<file path="config.mk">
export PLATFORM = sky130hd
export DESIGN_NAME = kalman_rate_estimator_core
export DESIGN_NICKNAME = d
export VERILOG_FILES = /design/src/hw/rtl/kre_pkg.sv /design/src/hw/rtl/kre_div.sv /design/src/hw/rtl/kre_mul.sv /design/src/hw/rtl/kalman_rate_estimator_core.sv
export VERILOG_INCLUDE_DIRS = /design/src /design/src/hw/rtl
export SDC_FILE = /design/constraint.sdc
export NUM_CORES = 2
export LEC_CHECK = 0
export ABC_AREA = 0
export BUFFER_PORTS_ARGS = -buffer_cell sky130_fd_sc_hd__buf_2
export CORE_ASPECT_RATIO = 1.25
export CORE_UTILIZATION = 24
export CTS_CLUSTER_DIAMETER = 150
export DETAILED_ROUTE_END_ITERATION = 8
export HOLD_SLACK_MARGIN = 0.1
export PLACE_DENSITY_LB_ADDON = 0.12
export SETUP_SLACK_MARGIN = 0.5
export SKIP_CTS_REPAIR_TIMING = 1
export SLEW_MARGIN = 5
export SYNTH_ARGS = -nofsm -noshare
export SYNTH_HDL_FRONTEND = slang
export SYNTH_HIERARCHICAL = 1
export SYNTH_SLANG_ARGS = --single-unit
export TNS_END_PERCENT = 5
</file>
<file path="constraint.sdc">
create_clock -name clk -period 8.2 [get_ports clk]
set_input_delay 1.64 -clock clk [delete_from_list [all_inputs] [get_ports clk]]
set_output_delay 1.64 -clock clk [all_outputs]
set_load 0.05 [all_outputs]
</file>
<file path="src/hw/rtl/kalman_rate_estimator_core_macros.svh">
// Assertion macros shared by the rate estimator RTL.
// Depends on nothing; included by the top level only.
`ifndef KALMAN_RATE_ESTIMATOR_CORE_MACROS_SVH
`define KALMAN_RATE_ESTIMATOR_CORE_MACROS_SVH

// Same-cycle implication, checked outside reset.
`define KRE_ASSERT_NOW(label, clk, rst_n, ante, cons, msg) \
	label: assert property (@(posedge clk) disable iff (!rst_n) (ante) |-> (cons)) \
		else $error(msg);

// Next-cycle implication, checked outside reset.
`define KRE_ASSERT_NEXT(label, clk, rst_n, ante, cons, msg) \
	label: assert property (@(posedge clk) disable iff (!rst_n) (ante) |=> (cons)) \
		else $error(msg);

`endif

</file>
<file path="src/hw/rtl/kre_pkg.sv">
// Shared widths, codes and defaults of the Kalman rate estimator.
// No dependencies; used by kre_mul and kalman_rate_estimator_core.
package kre_pkg;

	localparam int MODE_W    = 1;
	localparam int BYTES_W   = 24;
	localparam int TIME_W    = 48;
	localparam int RATE_W    = 40;
	localparam int VAR_W     = 34;
	localparam int NOISE_W   = 34;
	localparam int ACC_W     = 32;
	localparam int PM_W      = 35;
	localparam int DEN_W     = 36;

	// bytes * 8 * 1e6 in one multiply by a 23-bit constant
	localparam int SCALE_W = 24;
	localparam logic [SCALE_W-1:0] BIT_RATE_SCALE = 24'd8000000;
	localparam int NUM_W = ACC_W + 23;

	localparam int MUL_DIGIT_W = 8;

	localparam int CFG_IDX_W  = 1;
	localparam int CFG_DATA_W = 34;
	localparam logic [CFG_IDX_W-1:0] REG_PROCESS_NOISE     = 1'd0;
	localparam logic [CFG_IDX_W-1:0] REG_MEASUREMENT_NOISE = 1'd1;

	localparam logic [MODE_W-1:0] MODE_ADD_BYTES = 1'b0;
	localparam logic [MODE_W-1:0] MODE_UPDATE    = 1'b1;

	localparam int FRACTION_BITS_DEF = 32;
	localparam logic [RATE_W-1:0] INITIAL_RATE_DEF = 40'd1000000;

endpackage

</file>
<file path="src/hw/rtl/kre_div.sv">
// Bit-serial restoring divider, one quotient bit per cycle.
// Standalone; instantiated by kalman_rate_estimator_core.
module kre_div #(
	parameter int N_W = 67,
	parameter int D_W = 48
) (
	input  logic           clk,
	input  logic           arst_n,
	input  logic           start,
	input  logic [N_W-1:0] dividend,
	input  logic [D_W-1:0] divisor,
	output logic [N_W-1:0] quotient,
	output logic           done
);

	localparam int CNT_W = $clog2(N_W + 1);

	logic [N_W-1:0]   nq_q;
	logic [D_W-1:0]   rem_q;
	logic [D_W-1:0]   d_q;
	logic [CNT_W-1:0] cnt_q;
	logic             run_q;
	logic             done_q;
	logic [D_W:0]     trial;
	logic [D_W:0]     diff;
	logic             ge;

	// The dividend leaves nq_q at the top while quotient bits enter at the bottom.
	assign trial = {rem_q, nq_q[N_W-1]};
	assign diff  = trial - {1'b0, d_q};
	assign ge    = trial >= {1'b0, d_q};

	always_ff @(posedge clk or negedge arst_n) begin
		if (!arst_n) begin
			run_q  <= 1'b0;
			done_q <= 1'b0;
			cnt_q  <= '0;
		end else begin
			done_q <= 1'b0;
			if (start) begin
				run_q <= 1'b1;
				cnt_q <= CNT_W'(N_W);
			end else if (run_q) begin
				cnt_q <= cnt_q - 1'b1;
				if (cnt_q == CNT_W'(1)) begin
					run_q  <= 1'b0;
					done_q <= 1'b1;
				end
			end
		end
	end

	always_ff @(posedge clk) begin
		if (start) begin
			nq_q  <= dividend;
			rem_q <= '0;
			d_q   <= divisor;
		end else if (run_q) begin
			rem_q <= ge ? diff[D_W-1:0] : trial[D_W-1:0];
			nq_q  <= {nq_q[N_W-2:0], ge};
		end
	end

	assign quotient = nq_q;
	assign done     = done_q;

endmodule

</file>
<file path="src/hw/rtl/kre_mul.sv">
// Digit-serial multiplier, one 8-bit digit of the second operand per cycle.
// Depends on kre_pkg; instantiated by kalman_rate_estimator_core.
module kre_mul #(
	parameter int A_W = 40,
	parameter int B_W = 33
) (
	input  logic     clk,
	input  logic     arst_n,
	input  logic     start,
	input  logic [A_W-1:0] a,
	input  logic [B_W-1:0] b,
	output logic [A_W+((B_W+kre_pkg::MUL_DIGIT_W-1)/kre_pkg::MUL_DIGIT_W)*
		kre_pkg::MUL_DIGIT_W-1:0] product,
	output logic     done
);

	localparam int DG_W  = kre_pkg::MUL_DIGIT_W;
	localparam int ND    = (B_W + DG_W - 1) / DG_W;
	localparam int BP_W  = ND * DG_W;
	localparam int P_W   = A_W + BP_W;
	localparam int CNT_W = $clog2(ND + 1);

	logic [A_W-1:0]      a_q;
	logic [BP_W-1:0]     b_q;
	logic [P_W-1:0]      prod_q;
	logic [CNT_W-1:0]    cnt_q;
	logic                run_q;
	logic                done_q;
	logic [DG_W-1:0]     digit;
	logic [A_W+DG_W-1:0] pp;

	// Most significant digit first, so the running sum shifts left each step.
	assign digit = b_q[BP_W-1 -: DG_W];
	assign pp    = a_q * digit;

	always_ff @(posedge clk or negedge arst_n) begin
		if (!arst_n) begin
			run_q  <= 1'b0;
			done_q <= 1'b0;
			cnt_q  <= '0;
		end else begin
			done_q <= 1'b0;
			if (start) begin
				run_q <= 1'b1;
				cnt_q <= CNT_W'(ND);
			end else if (run_q) begin
				cnt_q <= cnt_q - 1'b1;
				if (cnt_q == CNT_W'(1)) begin
					run_q  <= 1'b0;
					done_q <= 1'b1;
				end
			end
		end
	end

	always_ff @(posedge clk) begin
		if (start) begin
			a_q    <= a;
			b_q    <= BP_W'(b);
			prod_q <= '0;
		end else if (run_q) begin
			b_q    <= {b_q[BP_W-DG_W-1:0], {DG_W{1'b0}}};
			prod_q <= {prod_q[P_W-DG_W-1:0], {DG_W{1'b0}}} + P_W'(pp);
		end
	end

	assign product = prod_q;
	assign done    = done_q;

endmodule

</file>
<file path="src/hw/rtl/kalman_rate_estimator_core.sv">
// Sequence: a byte beat or a rate beat without elapsed time goes to ST_OUT, which raises
// out_valid once the output is free; a rate update runs a multiply, two divides on the
// bit-serial divider, two more multiplies, and then ST_OUT.
// Throughput: one beat at a time; input stall stays high until the result is registered.
// Reset: arst_n clears accumulator and time, loads initial rate, unit variance, default noise.
`include "kalman_rate_estimator_core_macros.svh"
module kalman_rate_estimator_core #(
	parameter int FRACTION_BITS = kre_pkg::FRACTION_BITS_DEF,
	parameter logic [kre_pkg::RATE_W-1:0] INITIAL_RATE = kre_pkg::INITIAL_RATE_DEF
) (
	input  logic clk,
	input  logic arst_n,
	input  logic in_valid,
	output logic in_stall,
	input  logic [kre_pkg::MODE_W-1:0]  mode,
	input  logic [kre_pkg::BYTES_W-1:0] byte_count,
	input  logic [kre_pkg::TIME_W-1:0]  now_time,
	output logic out_valid,
	input  logic out_stall,
	output logic [kre_pkg::RATE_W-1:0] estimated_rate,
	output logic [kre_pkg::RATE_W-1:0] measured_rate,
	output logic [kre_pkg::VAR_W-1:0]  error_variance,
	output logic updated,
	input  logic cfg_we,
	input  logic [kre_pkg::CFG_IDX_W-1:0]  cfg_index,
	input  logic [kre_pkg::CFG_DATA_W-1:0] cfg_data
);

	localparam int FB      = FRACTION_BITS;
	localparam int RATE_W  = kre_pkg::RATE_W;
	localparam int VAR_W   = kre_pkg::VAR_W;
	localparam int NOISE_W = kre_pkg::NOISE_W;
	localparam int ACC_W   = kre_pkg::ACC_W;
	localparam int TIME_W  = kre_pkg::TIME_W;
	localparam int PM_W    = kre_pkg::PM_W;
	localparam int DEN_W   = kre_pkg::DEN_W;
	localparam int NUM_W   = kre_pkg::NUM_W;
	localparam int GAIN_W  = FB + 1;

	localparam int DIV_N_W = (NUM_W > PM_W + FB) ? NUM_W : PM_W + FB;
	localparam int DIV_D_W = TIME_W;
	localparam int MUL_A_W = RATE_W;
	localparam int MUL_B_W = (GAIN_W > kre_pkg::SCALE_W) ? GAIN_W : kre_pkg::SCALE_W;
	localparam int MUL_ND  = (MUL_B_W + kre_pkg::MUL_DIGIT_W - 1) / kre_pkg::MUL_DIGIT_W;
	localparam int MUL_P_W = MUL_A_W + MUL_ND * kre_pkg::MUL_DIGIT_W;

	localparam logic [63:0] ONE_FX64 = 64'd1 << FB;
	localparam logic [63:0] M34_64   = (64'd1 << VAR_W) - 64'd1;
	localparam logic [VAR_W-1:0] VAR_RESET =
		VAR_W'((ONE_FX64 > M34_64) ? M34_64 : ONE_FX64);
	localparam logic [NOISE_W-1:0] Q_RESET = NOISE_W'((ONE_FX64 + 64'd500000) / 64'd1000000);
	localparam logic [NOISE_W-1:0] R_RESET = NOISE_W'((ONE_FX64 + 64'd50) / 64'd100);
	localparam logic [GAIN_W-1:0]  ONE_FX  = {1'b1, {FB{1'b0}}};

	localparam logic [3:0] ST_IDLE    = 4'd0;
	localparam logic [3:0] ST_MR_GO   = 4'd1;
	localparam logic [3:0] ST_MR_WAIT = 4'd2;
	localparam logic [3:0] ST_DR_GO   = 4'd3;
	localparam logic [3:0] ST_DR_WAIT = 4'd4;
	localparam logic [3:0] ST_DG_GO   = 4'd5;
	localparam logic [3:0] ST_DG_WAIT = 4'd6;
	localparam logic [3:0] ST_ME_GO   = 4'd7;
	localparam logic [3:0] ST_ME_WAIT = 4'd8;
	localparam logic [3:0] ST_MP_GO   = 4'd9;
	localparam logic [3:0] ST_MP_WAIT = 4'd10;
	localparam logic [3:0] ST_OUT     = 4'd11;

	logic [3:0]         state_q;
	logic [NOISE_W-1:0] q_noise_q;
	logic [NOISE_W-1:0] r_noise_q;
	logic [ACC_W-1:0]   acc_q;
	logic [TIME_W-1:0]  last_q;
	logic [RATE_W-1:0]  est_q;
	logic [VAR_W-1:0]   var_q;

	// per-update working registers
	logic [TIME_W-1:0]  now_q;
	logic [TIME_W-1:0]  elapsed_q;
	logic [RATE_W-1:0]  meas_q;
	logic               upd_q;
	logic [PM_W-1:0]    pm_q;
	logic [DEN_W-1:0]   den_q;
	logic [GAIN_W-1:0]  gain_q;

	logic               out_valid_q;
	logic [RATE_W-1:0]  out_est_q;
	logic [RATE_W-1:0]  out_meas_q;
	logic [VAR_W-1:0]   out_var_q;
	logic               out_upd_q;

	logic               in_take;
	logic               out_free;
	logic [ACC_W:0]     acc_sum;
	logic               time_later;
	logic [PM_W-1:0]    pm_next;
	logic [DEN_W-1:0]   den_next;
	logic               meas_ge;
	logic [RATE_W-1:0]  rate_diff;
	logic [RATE_W-1:0]  delta;
	logic [PM_W-1:0]    p_new;

	logic               mul_start;
	logic [MUL_A_W-1:0] mul_a;
	logic [MUL_B_W-1:0] mul_b;
	logic [MUL_P_W-1:0] mul_prod;
	logic               mul_done;
	logic               div_start;
	logic [DIV_N_W-1:0] div_n;
	logic [DIV_D_W-1:0] div_d;
	logic [DIV_N_W-1:0] div_q;
	logic               div_done;

	assign in_stall = (state_q != ST_IDLE);
	assign in_take  = in_valid && !in_stall;
	assign out_free = !out_valid_q || !out_stall;

	assign acc_sum    = {1'b0, acc_q} + (ACC_W + 1)'(byte_count);
	assign time_later = now_time > last_q;
	assign pm_next    = {1'b0, var_q} + {1'b0, q_noise_q};
	assign den_next   = {1'b0, pm_next} + {{(DEN_W - NOISE_W){1'b0}}, r_noise_q};
	assign meas_ge    = meas_q >= est_q;
	assign rate_diff  = meas_ge ? (meas_q - est_q) : (est_q - meas_q);
	assign delta      = mul_prod[FB +: RATE_W];
	assign p_new      = mul_prod[FB +: PM_W];

	// Operand selection for the shared units.
	always_comb begin
		mul_start = 1'b0;
		mul_a     = '0;
		mul_b     = '0;
		div_start = 1'b0;
		div_n     = '0;
		div_d     = '0;
		case (state_q)
			ST_MR_GO: begin
				mul_start = 1'b1;
				mul_a     = MUL_A_W'(acc_q);
				mul_b     = MUL_B_W'(kre_pkg::BIT_RATE_SCALE);
			end
			ST_ME_GO: begin
				mul_start = 1'b1;
				mul_a     = rate_diff;
				mul_b     = MUL_B_W'(gain_q);
			end
			ST_MP_GO: begin
				mul_start = 1'b1;
				mul_a     = MUL_A_W'(pm_q);
				mul_b     = MUL_B_W'(ONE_FX - gain_q);
			end
			ST_DR_GO: begin
				div_start = 1'b1;
				div_n     = DIV_N_W'(mul_prod[NUM_W-1:0]);
				div_d     = elapsed_q;
			end
			ST_DG_GO: begin
				div_start = 1'b1;
				div_n     = DIV_N_W'({pm_q, {FB{1'b0}}});
				div_d     = DIV_D_W'(den_q);
			end
			default: begin
			end
		endcase
	end

	kre_mul #(
		.A_W (MUL_A_W),
		.B_W (MUL_B_W)
	) u_mul (
		.clk     (clk),
		.arst_n  (arst_n),
		.start   (mul_start),
		.a       (mul_a),
		.b       (mul_b),
		.product (mul_prod),
		.done    (mul_done)
	);

	kre_div #(
		.N_W (DIV_N_W),
		.D_W (DIV_D_W)
	) u_div (
		.clk      (clk),
		.arst_n   (arst_n),
		.start    (div_start),
		.dividend (div_n),
		.divisor  (div_d),
		.quotient (div_q),
		.done     (div_done)
	);

	// Sequencer and filter state.
	always_ff @(posedge clk or negedge arst_n) begin
		if (!arst_n) begin
			state_q     <= ST_IDLE;
			q_noise_q   <= Q_RESET;
			r_noise_q   <= R_RESET;
			acc_q       <= '0;
			last_q      <= '0;
			est_q       <= INITIAL_RATE;
			var_q       <= VAR_RESET;
			out_valid_q <= 1'b0;
		end else begin
			if (cfg_we) begin
				case (cfg_index)
					kre_pkg::REG_PROCESS_NOISE:     q_noise_q <= cfg_data;
					kre_pkg::REG_MEASUREMENT_NOISE: r_noise_q <= cfg_data;
					default: begin
					end
				endcase
			end
			if (out_valid_q && !out_stall) begin
				out_valid_q <= 1'b0;
			end
			case (state_q)
				ST_IDLE: begin
					if (in_take) begin
						if (mode == kre_pkg::MODE_ADD_BYTES) begin
							acc_q   <= acc_sum[ACC_W] ? {ACC_W{1'b1}} : acc_sum[ACC_W-1:0];
							state_q <= ST_OUT;
						end else if (time_later) begin
							state_q <= ST_MR_GO;
						end else begin
							state_q <= ST_OUT;
						end
					end
				end
				ST_MR_GO:   state_q <= ST_MR_WAIT;
				ST_MR_WAIT: if (mul_done) state_q <= ST_DR_GO;
				ST_DR_GO:   state_q <= ST_DR_WAIT;
				ST_DR_WAIT: if (div_done) state_q <= ST_DG_GO;
				ST_DG_GO:   state_q <= ST_DG_WAIT;
				ST_DG_WAIT: if (div_done) state_q <= ST_ME_GO;
				ST_ME_GO:   state_q <= ST_ME_WAIT;
				ST_ME_WAIT: begin
					if (mul_done) begin
						est_q   <= meas_ge ? (est_q + delta) : (est_q - delta);
						state_q <= ST_MP_GO;
					end
				end
				ST_MP_GO:   state_q <= ST_MP_WAIT;
				ST_MP_WAIT: begin
					if (mul_done) begin
						var_q   <= p_new[PM_W-1] ? {VAR_W{1'b1}} : p_new[VAR_W-1:0];
						acc_q   <= '0;
						last_q  <= now_q;
						state_q <= ST_OUT;
					end
				end
				ST_OUT: begin
					if (out_free) begin
						out_valid_q <= 1'b1;
						state_q     <= ST_IDLE;
					end
				end
				default: state_q <= ST_IDLE;
			endcase
		end
	end

	// Working and result registers, no reset needed.
	always_ff @(posedge clk) begin
		if (in_take) begin
			now_q     <= now_time;
			elapsed_q <= now_time - last_q;
			meas_q    <= '0;
			upd_q     <= (mode == kre_pkg::MODE_UPDATE) && time_later;
		end
		if (state_q == ST_DR_WAIT && div_done) begin
			meas_q <= (|div_q[DIV_N_W-1:RATE_W]) ? {RATE_W{1'b1}} : div_q[RATE_W-1:0];
			pm_q   <= pm_next;
			den_q  <= den_next;
		end
		if (state_q == ST_DG_WAIT && div_done) begin
			// A zero denominator, from zero variance and both noise terms at zero, gives a zero gain.
			gain_q <= (den_q == '0) ? '0 : div_q[GAIN_W-1:0];
		end
		if (state_q == ST_OUT && out_free) begin
			out_est_q  <= est_q;
			out_meas_q <= meas_q;
			out_var_q  <= var_q;
			out_upd_q  <= upd_q;
		end
	end

	assign out_valid      = out_valid_q;
	assign estimated_rate = out_est_q;
	assign measured_rate  = out_meas_q;
	assign error_variance = out_var_q;
	assign updated        = out_upd_q;

	`KRE_ASSERT_NOW(a_no_update_no_rate, clk, arst_n, out_valid && !updated, measured_rate == '0, "beat without update carries a measured rate")
	`KRE_ASSERT_NOW(a_gain_le_one, clk, arst_n, state_q == ST_ME_GO, gain_q <= ONE_FX, "Kalman gain above one")
	`KRE_ASSERT_NOW(a_mul_done_owned, clk, arst_n, mul_done, state_q == ST_MR_WAIT || state_q == ST_ME_WAIT || state_q == ST_MP_WAIT, "multiplier finished outside a multiply step")
	`KRE_ASSERT_NOW(a_div_done_owned, clk, arst_n, div_done, state_q == ST_DR_WAIT || state_q == ST_DG_WAIT, "divider finished outside a divide step")

endmodule
</file>
# Word level (Yosys, flattened, before mapping)
# Cells that the tools add are included.
# classes
addsub	13
mul	1
order_cmp	3
eq_ne	21
muxes	51
bitwise	1
n_reduce_logical	26
# op_table
op	count
40-bit 2-to-1 mux	5
67-bit 2-to-1 mux	2
67-bit case mux with 2 select lines	1
32-bit 2-to-1 mux	4
40-bit case mux with 3 select lines	1
40-bit subtractor	3
33-bit case mux with 3 select lines	1
48-bit case mux with 2 select lines	1
48-bit subtractor	2
72-bit by 48-bit adder with 72-bit output	1
33-bit 2-to-1 mux	2
32-bit case mux with 2 select lines	1
49-bit by 48-bit >= comparator with 1-bit output	1
48-bit > comparator	1
40-bit by 8-bit multiplier with 48-bit output	1
48-bit 2-to-1 mux	1
4-bit case mux with 12 select lines	1
40-bit adder	1
40-bit >= comparator	1
35-bit by 34-bit adder with 36-bit output	1
36-bit logical NOT	1
4-bit 2-to-1 mux	9
34-bit by 34-bit adder with 35-bit output	1
34-bit 2-to-1 mux	1
28 further kinds	72
# word_totals
register_bits	912
input_bits	113
output_inout_bits	117
word_cells	148

# Longest topological paths before layout
# logic_depth
depth_word	5
mapped_depth	27
mapped_depth_nobuf	23

# Cells and area by module
# The synthesis kept the hierarchy.
# by_module_without_submodules
mod	instances	cells_per_inst	area_per_inst_um2	seq_area_each_um2
kalman_rate_estimator_core	1	3758	36799.0	16404.5
kre_mul	1	1880	17918.4	4058.9
kre_div	1	936	9599.2	4639.4

# Worst setup path after synthesis
# No wires, ideal clock.
# synth_path
path_kind	input to register
from	input out_stall
to	register out_var_q[0] (netlist: error_variance[0]), enable pin
setup_ns	0.627
t_arrival_ns	7.203
required_time_ns	7.573
setup_slack_ns	0.371
stages	1
path_buffers	0
path_cell_list	a21oi_1
# synth_between
elab_chain_cells	3
# synth_rtl
element	line	source
start, declared	kalman_rate_estimator_core.sv:19	input logic out_stall,
1-bit logical NOT	kalman_rate_estimator_core.sv:115	assign out_free = !out_valid_q || !out_stall;
1-bit logical OR	kalman_rate_estimator_core.sv:115	
1-bit logical AND	kalman_rate_estimator_core.sv:277	if (state_q == ST_OUT && out_free) begin
end signal, assigned	kalman_rate_estimator_core.sv:280	out_var_q <= var_q;
end, declared	kalman_rate_estimator_core.sv:88	logic [VAR_W-1:0] out_var_q;
# No other way between the ends.
# A chain may end at the register's enable or synchronous reset.

# Worst setup path after layout
# layout_path
from	register est_q[21]
to	register est_q[38]
# layout_between
elab_chain_cells	2
word_cells_on_any_way	4
cone_classes	add/sub: 2; order compare: 1; mux: 1
# layout_rtl
element	line	source
start, declared	kalman_rate_estimator_core.sv:73	logic [RATE_W-1:0] est_q;
start signal, assigned	kalman_rate_estimator_core.sv:236	est_q <= meas_ge ? (est_q + delta) : (est_q - delta);
40-bit subtractor, or another cell as far along	kalman_rate_estimator_core.sv:236	
40-bit 2-to-1 mux (*)	kalman_rate_estimator_core.sv:236	
# Every way passes the cells marked *; elsewhere a longest branch is shown, timed or not.

==> impl_metrics.py <==
metrics = {
    "power_and_ir_drop": {
        "powerDensity_nw_per_um2": 153,
        "static-leakage-power_nw": 29.3,
        "clkPwrFrac": 0.481,
        "comb_power_share": 0.074,
        "share_seq_of_total_power": 0.444,
        "switching_power_mw": 2.77,
        "max-vdd-ir-drop_mv": 0.151,
        "internal_power_mw": 8.42,
        "switching_share": 0.247,
    },
    "route": {
        "ant_nets": 0,
        "number_of_vias_in_the_routed_layout": 49100,
        "drtIter0Drc": 3080,
        "drt-wirelength-per-cell_um": 24.5,
        "drt-total-wl_um": 252000,
        "drc_errors": 0,
        "route.detailed.vias_per_inst": 4.77,
        "detailedRoute.firstPassIterationCount": 6,
    },
    "global_route": {
        "antenna_found_initial": 44,
        "grt_first_pass_wirelength_um": 360000,
        "track_usage": 0.184,
        "globalRoute.totalOverflow": 0,
        "first_global_vias": 50100,
        "grt_max_degree": 116,
    },
    "clock_network": {
        "clock_sinks": 912,
        "cts_tree": "yes",
        "ctsLongestPathBuffers": 3,
        "cell_chosen_for_the_clock_root": "clkbuf_16",
        "cts_buf_count": 111,
        "clkLatencyLatePin_ps": 770,
        "cts-htree-levels": 3,
        "cts.reportedPaths.clkPinSlew_ps": 60,
    },
    "job": {
        "drv_cap": 0,
    },
    "finish": {
        "layout-drive-gt1-share": 0.118,
        "utilization": 0.276,
        "finish.net_count": 7432,
        "syn_to_final_growth_pct": 14.4,
    },
    "timing": {
        "timing.fmax_mhz": 139,
        "tns_ps": 0,
        "report.final.setup_viol": 0,
        "worst_slew_pin_slew_ps": 1310,
        "slew-limit-headroom": 0.124,
        "final_critical_path_setup_slack_ps": 1020,
        "grt_setup_unrepaired": "false",
        "min_period_ps": 7180,
        "final.period_utilization": 0.876,
        "hold_viol": 0,
        "timing.final.max_slew_violations": 0,
        "skew_ps": 37.0,
    },
    "floorplan": {
        "top_level_i_o_count": 230,
        "die_width_um": 463,
        "rows": 211,
        "chipHeight_um": 579,
        "floorplan.initialDensity": 0.241,
        "core-area_um2": 264000,
        "area_of_the_die_um2": 268000,
    },
    "run_status": {
        "outcome": "completed",
    },
    "placement": {
        "port_buffer_count": 229,
        "routabilityCongestion": 0.899,
        "dpl.hpwl_um": 201000,
        "pre_cts_slack_ps": 992,
    },
    "yosys": {
        "yosysWarnings": 6,
        "synthesis.area_um2": 63800,
        "syn-mean-instance-area_um2": 9.80,
        "syn-instance-count": 6509,
        "synth.net_count": 7286,
    },
    "setup_path": {
        "crit_top_cell": "o21ai_0",
        "startpoint_type": "register",
        "worstPathMaxFanout": 20,
        "worst-endpoint-required_ps": 8850,
        "setup.worst_path.class": "reg2reg",
        "crit_path_top_delay_cell": "nor4_1",
        "ff2ff_setup_slack_ps": 1020,
        "worst_path_dominant_cell_family": "compound AO/OA/AOI/OAI gates",
        "worst-endpoint-arrival_ps": 7830,
        "crit_path_end_kind": "register",
        "cp_num_buf_inv": 3,
        "critPathMaxStageDelay_ps": 640,
        "crit_chain": "inv_1, ha_1, nand4_1, nor4_1, nor3b_1, o21ai_0, o21a_2, nand2_1, o21ai_0, fa_1, a211oi_1, nor3_1, o21ai_0, o211ai_1, a31oi_1, o31ai_1, buf_4, o41ai_1, buf_4, o21a_1, nor4_1, a211oi_1",
    },
    "hold_path": {
        "hold_path_class": "reg2reg",
    },
}
[power by group through the flow]
stage	sequential (mW)	clock, mW	combinational, mW
final	4.97	5.38	0.833
after detailed placement	5.06	0	0.833
after global placement	5.07	0	0.832
after floorplan	5.05	0	0.560
after CTS	4.97	5.58	0.841
after global routing	4.98	5.71	0.917
[cell usage in the layout, fill, tap and decap left out, types with 69 or more instances in the layout]
| cell | instances |
|---|---|
| nor3_1 | 80 |
| mux2_2 | 166 |
| a211oi_1 | 77 |
| inv_1 | 596 |
| buf_2 | 228 |
| nor2b_1 | 69 |
| nand4_1 | 74 |
| edfxtp_1 | 544 |
| buf_4 | 82 |
| nor2_1 | 347 |
| fa_1 | 275 |
| a21oi_1 | 465 |
| clkbuf_16 | 111 |
| a21o_1 | 174 |
| dfxtp_1 | 121 |
| ha_1 | 389 |
| xnor2_1 | 206 |
| xor2_1 | 130 |
| and2_1 | 305 |
| dfrtp_1 | 212 |
| o21ai_0 | 417 |
| nand2_1 | 572 |
| o21a_1 | 97 |
| o21bai_1 | 71 |
[worst paths after layout]
path	start	end	cells past startpoint
worst max-delay path	est_q[21]	est_q[38]	22
worst min-delay path	upd_q	updated	0
worst max register to register	est_q[21]	est_q[38]	22
worst min register to register	upd_q	updated	0
max in group asynchronous	arst_n	u_div/run_q	2
min in group asynchronous	arst_n	last_q[15]	1
[stage by stage]
stage	instance area [µm²]	instances	hold WS (ps)	total power, mW
2_1_floorplan	63800	6509	400	5.61
3_3_place_gp	69100	10100	409	5.90
3_5_place_dp	69100	10100	411	5.90
4_1_cts	72900	10300	398	11.4
5_1_grt	73000	10300	424	11.6
6_report	73000	10300	413	11.2
[worst register-to-register path: cells and delay by family (launching register included)]
kind / cells / cell delay [ps]
buffers and inverters: 3 / 430
AND/OR/NAND/NOR: 6 / 1940
flip-flops: 1 / 440
adder cells (fa/ha/maj): 2 / 1010
AO/OA/AOI/OAI: 11 / 3260
[layout make-up]
| type | count | area, µm² |
|---|---|---|
| Inverter | 604 | 2270 |
| Clock buffer | 141 | 3020 |
| Multi-Input combinational cell | 4713 | 35600 |
| Tap cell | 3514 | 4400 |
| Timing Repair Buffer | 313 | 1810 |
| Sequential cell | 912 | 25000 |
| Fill cell | 27900 | 191000 |
| Antenna cell | 25 | 62.6 |
| Clock inverter | 69 | 870 |
[layer usage]
metal  share of wire  GRT usage
met5         0.00063          0
met4           0.051     0.0870
met3           0.034     0.0209
met2            0.52      0.340
met1            0.40      0.211
[sequential cells by signal, summed over array words and instances, names as in the netlist, 33 cells and up]
register and flops:
u_mul/b_q 40, den_q 36, u_mul/product 72, error_variance 34
now_q 48, u_div/d_q 48, measured_rate 40, last_q 48
u_mul/a_q 40, r_noise_q 34, elapsed_q 48, meas_q 40
estimated_rate 40, q_noise_q 34, u_div/quotient 67, gain_q 33
pm_q 35, est_q 40, var_q 34, u_div/rem_q 48
Power figures use the tool's default switching activity.
